## src/hdl/jkio_pkg.sv

```systemverilog
// ----------------------------------------------------------------------------
// Joypad and keyboard I/O port package
// Word types and fixed codes of the port pair.
// ----------------------------------------------------------------------------
package jkio_pkg;

  localparam logic OP_WRITE  = 1'b1;
  localparam logic PORT_PAD1 = 1'b0;

  localparam logic [2:0] CMD_ROW_STEP    = 3'd4;
  localparam logic [2:0] CMD_ROW_CLEAR   = 3'd5;
  localparam logic [2:0] CMD_HALF_TOGGLE = 3'd6;

  localparam int unsigned NUM_ROWS = 9;
  localparam int unsigned KEY_BITS = 4;
  localparam int unsigned KEYS_W   = NUM_ROWS * KEY_BITS;

  localparam logic [7:0] PAD_RELEASED = 8'hff;
  localparam logic [7:0] PAD2_MASK    = 8'hf3;
  localparam logic [3:0] ROW_LAST     = 4'd9;

  typedef struct packed {
    logic              operation;
    logic              port_select;
    logic [7:0]        write_data;
    logic [7:0]        pad1_pressed;
    logic [7:0]        pad2_pressed;
    logic [KEYS_W-1:0] keys_half_one;
    logic [KEYS_W-1:0] keys_half_zero;
    logic              tape_in;
    logic              mic_in;
  } in_item_t;

  typedef struct packed {
    logic [7:0] read_data;
    logic       tape_out;
  } out_item_t;

endpackage

```

## src/hdl/joypad_and_keyboard_io_port.sv

```systemverilog
// ----------------------------------------------------------------------------
// Joypad and keyboard I/O port
// Strobe/pad 1 port and pad 2/keyboard matrix port of an 8-bit console.
// ----------------------------------------------------------------------------
// Usage:
//   in channel  : one bus access word per handshake (operation, port, data,
//                 pad and keyboard levels, tape and mic inputs).
//   out channel : one result word per access (read byte, tape level).
//   An access is captured in an input register, handled by the port core
//   combinationally and placed in an output register. Throughput is one
//   access per cycle while the receiver does not stall; the port core
//   updates its state in the cycle the access moves into the output register.
//   When the receiver stalls, the output word holds, the input register
//   keeps one more access, and then in_ready_o drops until out moves.
//   Reset empties both registers, disarms the strobe, fills both pad
//   shift registers with ones, selects row zero, half zero, tape low.
// ----------------------------------------------------------------------------
module joypad_and_keyboard_io_port (
  input  logic                clk_i,
  input  logic                rst_ni,
  input  logic                in_valid_i,
  output logic                in_ready_o,
  input  jkio_pkg::in_item_t  in_item_i,
  output logic                out_valid_o,
  input  logic                out_ready_i,
  output jkio_pkg::out_item_t out_item_o
);

  logic                s1_valid_q;
  jkio_pkg::in_item_t  s1_item_q;
  logic                out_valid_q;
  jkio_pkg::out_item_t out_item_q;
  jkio_pkg::out_item_t result;
  logic                advance;

  assign advance    = s1_valid_q && (!out_valid_q || out_ready_i);
  assign in_ready_o = !s1_valid_q || advance;

  jkio_port_core u_core (
    .clk_i    (clk_i),
    .rst_ni   (rst_ni),
    .step_i   (advance),
    .item_i   (s1_item_q),
    .result_o (result)
  );

  always_ff @(posedge clk_i or negedge rst_ni) begin
    if (!rst_ni) begin
      s1_valid_q  <= 1'b0;
      out_valid_q <= 1'b0;
    end else begin
      if (in_ready_o) begin
        s1_valid_q <= in_valid_i;
      end
      if (advance) begin
        out_valid_q <= 1'b1;
      end else if (out_ready_i) begin
        out_valid_q <= 1'b0;
      end
    end
  end

  always_ff @(posedge clk_i) begin
    if (in_valid_i && in_ready_o) begin
      s1_item_q <= in_item_i;
    end
    if (advance) begin
      out_item_q <= result;
    end
  end

  assign out_valid_o = out_valid_q;
  assign out_item_o  = out_item_q;

endmodule

```

## src/hdl/jkio_port_core.sv

```systemverilog
// ----------------------------------------------------------------------------
// Joypad and keyboard port core
// Port state registers and the per-access read and update logic.
// ----------------------------------------------------------------------------
module jkio_port_core (
  input  logic                clk_i,
  input  logic                rst_ni,
  input  logic                step_i,
  input  jkio_pkg::in_item_t  item_i,
  output jkio_pkg::out_item_t result_o
);

  logic       armed_q, armed_d;
  logic [7:0] pad1_q, pad1_d;
  logic [7:0] pad2_q, pad2_d;
  logic [3:0] row_q, row_d;
  logic       half_q, half_d;
  logic       tape_q, tape_d;

  logic [7:0]                  rd;
  logic [jkio_pkg::KEYS_W-1:0] keys;
  logic [3:0]                  nib;

  always_comb begin
    keys = half_q ? item_i.keys_half_one : item_i.keys_half_zero;
    nib  = '0;
    for (int r = 0; r < jkio_pkg::NUM_ROWS; r++) begin
      if (row_q == 4'(r + 1)) begin
        nib = keys[r*jkio_pkg::KEY_BITS +: jkio_pkg::KEY_BITS];
      end
    end
  end

  always_comb begin
    armed_d = armed_q;
    pad1_d  = pad1_q;
    pad2_d  = pad2_q;
    row_d   = row_q;
    half_d  = half_q;
    tape_d  = tape_q;
    rd      = '0;
    if (item_i.operation == jkio_pkg::OP_WRITE) begin
      if (item_i.port_select == jkio_pkg::PORT_PAD1) begin
        if (item_i.write_data[0]) begin
          armed_d = 1'b1;
        end else if (armed_q) begin
          armed_d = 1'b0;
          pad1_d  = ~item_i.pad1_pressed;
          pad2_d  = ~(item_i.pad2_pressed & jkio_pkg::PAD2_MASK);
        end
        unique case (item_i.write_data[2:0])
          jkio_pkg::CMD_ROW_STEP: begin
            row_d  = (row_q >= jkio_pkg::ROW_LAST) ? 4'd0 : row_q + 4'd1;
            half_d = ~half_q;
          end
          jkio_pkg::CMD_ROW_CLEAR: begin
            row_d  = 4'd0;
            half_d = 1'b0;
          end
          jkio_pkg::CMD_HALF_TOGGLE: begin
            half_d = ~half_q;
          end
          default: ;
        endcase
        tape_d = item_i.write_data[1];
      end
    end else if (item_i.port_select == jkio_pkg::PORT_PAD1) begin
      rd     = {5'b0, item_i.mic_in, item_i.tape_in, pad1_q[0]};
      pad1_d = {1'b0, pad1_q[7:1]};
    end else begin
      rd     = {7'h7f, pad2_q[0]} & ~{3'b0, nib, 1'b0};
      pad2_d = {1'b0, pad2_q[7:1]};
    end
  end

  assign result_o.read_data = rd;
  assign result_o.tape_out  = tape_d;

  always_ff @(posedge clk_i or negedge rst_ni) begin
    if (!rst_ni) begin
      armed_q <= 1'b0;
      pad1_q  <= jkio_pkg::PAD_RELEASED;
      pad2_q  <= jkio_pkg::PAD_RELEASED;
      row_q   <= 4'd0;
      half_q  <= 1'b0;
      tape_q  <= 1'b0;
    end else if (step_i) begin
      armed_q <= armed_d;
      pad1_q  <= pad1_d;
      pad2_q  <= pad2_d;
      row_q   <= row_d;
      half_q  <= half_d;
      tape_q  <= tape_d;
    end
  end

endmodule

```

## config.mk

```make
export PLATFORM = sky130hd
export DESIGN_NAME = joypad_and_keyboard_io_port
export DESIGN_NICKNAME = d
export VERILOG_FILES = /design/src/hdl/jkio_pkg.sv /design/src/hdl/joypad_and_keyboard_io_port.sv /design/src/hdl/jkio_port_core.sv
export SDC_FILE = /design/constraint.sdc
export NUM_CORES = 1
export LEC_CHECK = 0
export BUFFER_PORTS_ARGS = -buffer_cell sky130_fd_sc_hd__buf_2
export CELL_PAD_IN_SITES_DETAIL_PLACEMENT = 0
export CELL_PAD_IN_SITES_GLOBAL_PLACEMENT = 2
export CORE_UTILIZATION = 37
export DETAILED_ROUTE_END_ITERATION = 7
export GPL_ROUTABILITY_DRIVEN = 1
export PLACE_DENSITY_LB_ADDON = 0.1
export SYNTH_ARGS = -nofsm -noshare
export SYNTH_HDL_FRONTEND = slang
export SYNTH_SLANG_ARGS = --single-unit
```

## constraint.sdc

```tcl
create_clock -name clk_i -period 3.9 [get_ports clk_i]
set_input_delay 0.585 -clock clk_i [delete_from_list [all_inputs] [get_ports clk_i]]
set_output_delay 0.585 -clock clk_i [all_outputs]
set_load 0.1 [all_outputs]
```

Word level (Yosys, flattened, before mapping):

Cells that the tools add are included.

* memory bits (writable): 0
* memory bits (read-only): 0
* output and inout port bits: 11
* register bits after elaboration: 129
* logic and storage cells: 91
* input port bits: 104
* bits in latches: 0
* memories kept: 0

* divide/modulo/power cells: 0
* bitwise operators: 6
* multiply operators: 0
* multiplexer cells: 29
* equality and inequality tests: 16
* reduce and logical (&&, ||, !) cells: 18
* shifts and indexed selects: 0
* magnitude comparators: 1
* $add $sub $neg: 1

Operators with widths (number)
* two-way mux 8 bit: 10
* two-way mux 4 bit: 10
* two-way mux 36 bit: 1
* == test 4 x 3 -> 1 bit (second input constant): 4
* inverter 8 bit: 2
* AND reduction 4 bit: 3
* nonzero test 2 bit: 5
* == test 3 bit (second input constant): 3
* bitwise AND 8 bit: 1
* == test 4 x 2 -> 1 bit (second input constant): 2
* == test 4 bit (second input constant): 2
* inverter 5 -> 8 bit: 1
* one-hot mux 4 bit (2 select lines): 1
* two-way mux 1 bit: 5
* AND reduction 5 bit: 1
* adder 4 x 1 -> 4 bit (second input constant): 1
* == test 4 x 1 -> 1 bit (second input constant): 1
* >= comparator 4 bit (second input constant): 1
* inequality test 2 x 1 -> 1 bit (second input constant): 2
* inequality test 2 bit (second input constant): 2
* OR reduction 2 bit: 2
* two-way mux 3 bit: 1
* AND reduction 3 bit: 1
* logical AND 1 bit: 2
* other kinds (4): 7

Logic depth before layout (Yosys ltp):

* depth in word-level cells: 13
* mapped depth: 8
* gate-level depth less buffers: 7

Modules after synthesis:

Synthesis repeated with hierarchy kept, for this count alone.

* cells, all modules: 357
* area total of the unflattened synthesis: 5527.8 um^2

Modules (own cells, without submodules)
* joypad_and_keyboard_io_port: sequential area each 3323.2 um^2, cells an instance 117, area an instance 3377.0 um^2, times used 1
* jkio_port_core: sequential area each 595.6 um^2, cells an instance 240, area an instance 2150.8 um^2, times used 1

Worst setup path before layout:

OpenSTA, ideal clock, no wires.

* path type: flip-flop to flip-flop
* start: register out_valid_q (netlist: out_valid_o)
* end: register s1_item_q[0] (netlist bit), enable pin
* cell stages (with the launch flop): 4
* arrival: 4.000 ns
* buffers on the path: 0
* library setup time: 0.462 ns
* required time: 3.438 ns
* path slack: -0.562 ns
* clock period less this slack: 4.462 ns
* cell sequence: dfrtp_1 nor2b_1 nand2_1 and2_1

* word-level cells in the longest chain between the ends: 5

RTL lines
* from (decl): line joypad_and_keyboard_io_port.sv:31 `logic out_valid_q;`
* from (signal assigned): line joypad_and_keyboard_io_port.sv:50 `out_valid_q <= 1'b0;`
* from (signal assigned): line joypad_and_keyboard_io_port.sv:56 `out_valid_q <= 1'b1;`
* from (signal assigned): line joypad_and_keyboard_io_port.sv:58 `out_valid_q <= 1'b0;`
* logical NOT 1 bit: line joypad_and_keyboard_io_port.sv:36 `assign advance = s1_valid_q && (!out_valid_q || out_ready_i);`
* logical OR 1 bit: line joypad_and_keyboard_io_port.sv:36
* logical AND 1 bit: line joypad_and_keyboard_io_port.sv:36
* logical OR 1 bit: line joypad_and_keyboard_io_port.sv:37 `assign in_ready_o = !s1_valid_q || advance;`
* net in_ready_o: line joypad_and_keyboard_io_port.sv:22 `output logic in_ready_o,`
* logical AND 1 bit: line joypad_and_keyboard_io_port.sv:64 `if (in_valid_i && in_ready_o) begin`
* to (signal assigned): line joypad_and_keyboard_io_port.sv:65 `s1_item_q <= in_item_i;`
* to (decl): line joypad_and_keyboard_io_port.sv:30 `jkio_pkg::in_item_t s1_item_q;`

The timed path passes the listed nets, and every way through them passes these cells.
A chain may end at the register's enable or synchronous reset.

Worst setup path in the final report:

* start: register u_core.row_q[1]
* end: register out_item_q (netlist bit out_item_o[4]) (data pin)

* word-level cells in the longest chain between the ends: 12
* elaborated cells on any way between the ends: 20
* classes of those cells: eq/ne: 9; mux: 9; bitwise: 2

RTL lines
* from (decl): line jkio_port_core.sv:16 `logic [3:0] row_q, row_d;`
* from (signal assigned): line jkio_port_core.sv:91 `row_q <= row_d;`
* == test 4 x 1 -> 1 bit: line jkio_port_core.sv:28 `if (row_q == 4'(r + 1)) begin`
* two-way mux 4 bit (8 in a row): line jkio_port_core.sv:28
* two-way mux 4 bit *: line jkio_port_core.sv:28
* inverter 5 -> 8 bit *: line jkio_port_core.sv:71 `rd = {7'h7f, pad2_q[0]} & ~{3'b0, nib, 1'b0};`
* bitwise AND 8 bit *: line jkio_port_core.sv:71
* to (signal assigned): line joypad_and_keyboard_io_port.sv:68 `out_item_q <= result;`
* to (decl): line joypad_and_keyboard_io_port.sv:32 `jkio_pkg::out_item_t out_item_q;`

Mark *: on every way between the ends. The rest lies on a longest branch, timed or not.

==> flow_summary.json <==
{
  "synthesis.area_mm2": 0.00512,
  "grt_max_degree": 45,
  "diodes": 0,
  "synthFlopType": "edfxtp_1",
  "rsz0062_at_grt": "false",
  "grtUsageTotal_pct": 16.3,
  "vdd_ir_drop_max_mv": 0.337,
  "crit_slowest_cell": "or4b_4",
  "min_period_ns": 2.33,
  "powerDensity_mw_per_mm2": 623,
  "p_comb_share_pct": 17.5,
  "vias": 3288,
  "max_slew_margin_pct": 55.6,
  "internal_power_mw": 2.88,
  "synthesis.nets": 461,
  "core_area_mm2": 0.0133,
  "rrSetupSlack_ns": 1.57,
  "synth_warnings": 0,
  "start_util_pct": 38.4,
  "clkLatencyLatePin_ns": 0.42,
  "ant_nets": 0,
  "worstHoldPathType": "in -> async",
  "cts-root-buf": "clkbuf_16",
  "ioPinCount": 115,
  "cts_buffers": 17,
  "drtPass1Iterations": 4,
  "critical_path.max_stage_delay_ns": 0.52,
  "die_w_um": 120,
  "drc": 0,
  "grt_overflow": 0,
  "p_sw_share_pct": 28.0,
  "ff_latch_area_mm2": 0.00365,
  "wl_um": 10600,
  "htreeDepth": 4,
  "netlist_top_cells_area": "edfxtp_1 59%, dfstp_2 8.2%, mux2i_1 5.7%, dfrtp_1 4.4%, a21oi_1 2.3%",
  "ys_seq_area_share_pct": 71.2,
  "clkPwrFrac_pct": 38.2,
  "gp_congestion": 0.726,
  "fp-row-count": 42,
  "drive_gt1_share_pct": 36.5,
  "fillers": 1235,
  "worstSetupEndpointType": "register",
  "cpMostUsedCell": "o21ai_0",
  "hold_ws_ns": 0.170,
  "finalSetupTns_ns": 0,
  "io_buffers": 107,
  "postSynthCellCount": 353,
  "cts.sinks": 125,
  "antenna_found_initial": 0,
  "synth.largest_area_cell": "edfxtp_1",
  "finalHoldViolCount": 0,
  "required_ns": 4.06,
  "path_cells": "inv_1, ha_1, or4b_4, o22ai_1, o21ai_0, a211oi_1, o21ai_0",
  "status": "complete, no violations",
  "post_cts_buffers": 0,
  "r2r_end": "out_item_o[4]",
  "multi_input_area_mm2": 0.00138,
  "skew_ns": 0.00697,
  "criticalPathCategory": "reg -> reg",
  "cts_resized": 0,
  "critPathBufInv": 1,
  "slew_violations": 0,
  "grt_pass1_wl_um": 17100,
  "clkTransAtPathRegs_ns": 0.06,
  "clk_path_buf_depth": 2,
  "cts_tree": "built",
  "crit_cells": 7,
  "viasPerCell": 5.00,
  "cp_top_family": "compound AO/OA/AOI/OAI gates",
  "seq_power_share_pct": 44.4,
  "synth_top_cell_area_share_pct": 58.6,
  "nets": 577,
  "synth_edf_count": 100,
  "tightest_slew_ns": 0.666,
  "setup_viol": 0,
  "first_global_vias": 3280,
  "cp.arrival_ns": 2.50,
  "ys_async_sr_fraction_pct": 20.0,
  "wl_per_cell_um": 16.1,
  "max_freq_ghz": 0.429,
  "synth-seq-cells": 125,
  "start_kind": "register",
  "finalCritPeriodShare_pct": 59.8,
  "worst_r2r_startpoint": "u_core.row_q[1]",
  "crit_fanout": 5,
  "die_h_um": 120,
  "die_area_mm2": 0.0143,
  "drt_iter0_drc": 142,
  "syn_to_final_growth_pct": 25.3,
  "worstRegToRegCells": 7,
  "dp_hpwl_um": 7130,
  "yosysUniqueCellTypes": 49,
  "p_switching_mw": 1.12,
  "avgSynthCellArea_um2": 14.5,
  "ctsHoldBuffers": 0,
  "p_leak_nw": 2.49,
  "max_cap_violations": 0
}
==> cells by family (layout without fill, tap and decap cells) <==
| family | after synthesis | count (layout) | synth area share, % |
|---|---|---|---|
| flops | 125 | 125 | 71.2 |
| simple gates | 87 | 87 | 8.67 |
| compound gates | 78 | 78 | 9.72 |
| mux | 37 | 37 | 7.43 |
| buf+inv | 22 | 151 | 1.95 |
| fa+ha+maj | 4 | 4 | 0.977 |
==> flip-flops by register name (all words and copies together), names as in the netlist <==
signal,cells
out_valid_o,1
u_core.pad1_q,8
u_core.armed_q,1
s1_item_q,93
u_core.row_q,4
u_core.pad2_q,8
out_item_o,7
u_core.half_q,1
s1_valid_q,1
u_core.tape_q,1
==> layout by cell type (no fill, tap or decap), types with 16 or more instances in the layout <==
| cell type | instances |
|---|---|
| a21oi_1 | 24 |
| buf_2 | 107 |
| clkbuf_16 | 17 |
| dfstp_2 | 16 |
| edfxtp_1 | 100 |
| mux2i_1 | 29 |
| nand2_1 | 23 |
| nor2_1 | 31 |
| o21ai_0 | 20 |
==> power groups by stage <==
stage | clock network [mW] | registers (mW) | logic (mW)
2_1_floorplan | 0 | 1.82 | 0.483
3_3_place_gp | 0 | 1.79 | 0.701
3_5_place_dp | 0 | 1.80 | 0.708
4_1_cts | 1.56 | 1.78 | 0.712
5_1_grt | 1.62 | 1.80 | 0.769
6_report | 1.53 | 1.77 | 0.698
==> per-layer routing <==
metal | vias up | GRT usage [%] | part of all wire [%]
li1 | 1576 | - | -
met4 | 0 | 6.80 | 1.7
met1 | 1598 | 20.9 | 46
met3 | 17 | 5.56 | 5.3
met2 | 97 | 25.3 | 47
met5 | - | 0 | 0
==> worst max-delay path by stage <==
| stage | from | end | slack [ns] |
|---|---|---|---|
| after floorplan | out_valid_o | s1_item_q[0] | 0.42 |
| after global placement | u_core.row_q[1] | out_item_o[4] | 1.54 |
| after detailed placement | u_core.row_q[1] | out_item_o[4] | 1.54 |
| after CTS | u_core.row_q[1] | out_item_o[4] | 1.53 |
| after global routing | u_core.row_q[1] | out_item_o[4] | 1.41 |
| final | u_core.row_q[1] | out_item_o[4] | 1.57 |
==> cells in the mapped netlist, types with 5 or more instances <==
cell and count:
nor2_1 31, buf_2 5, o22ai_1 6, edfxtp_1 100, nand2b_1 6, mux2_2 8, mux2i_1 29, clkbuf_1 7
nor2b_1 5, o21ai_0 20, inv_1 6, a21oi_1 24, nand2_1 23, dfstp_2 16, nand3b_1 5, dfrtp_1 9
==> stage by stage <==
| step | power (mW) | setup slack [ns] | utilization [%] | std cells | area, µm² |
|---|---|---|---|---|---|
| floorplan | 2.30 | 0.422 | - | 353 | 5120 |
| global placement | 2.50 | 1.54 | 43.8 | 626 | 5840 |
| detailed placement | 2.51 | 1.54 | 43.8 | 626 | 5840 |
| CTS | 4.05 | 1.53 | 48.1 | 658 | 6420 |
| global route | 4.18 | 1.41 | 48.1 | 658 | 6420 |
| finish | 4.00 | 1.57 | 48.1 | 658 | 6420 |
==> cell type report <==
class / instances / area share (%)
clock buffer: 18 / 6.69
clock inverter: 14 / 2.26
inverter: 7 / 0.409
multi-input combinational: 206 / 21.4
sequential: 125 / 56.9
tap: 176 / 3.43
timing repair buffer: 112 / 8.93
Note: power is estimated with default switching activity, not from simulation.
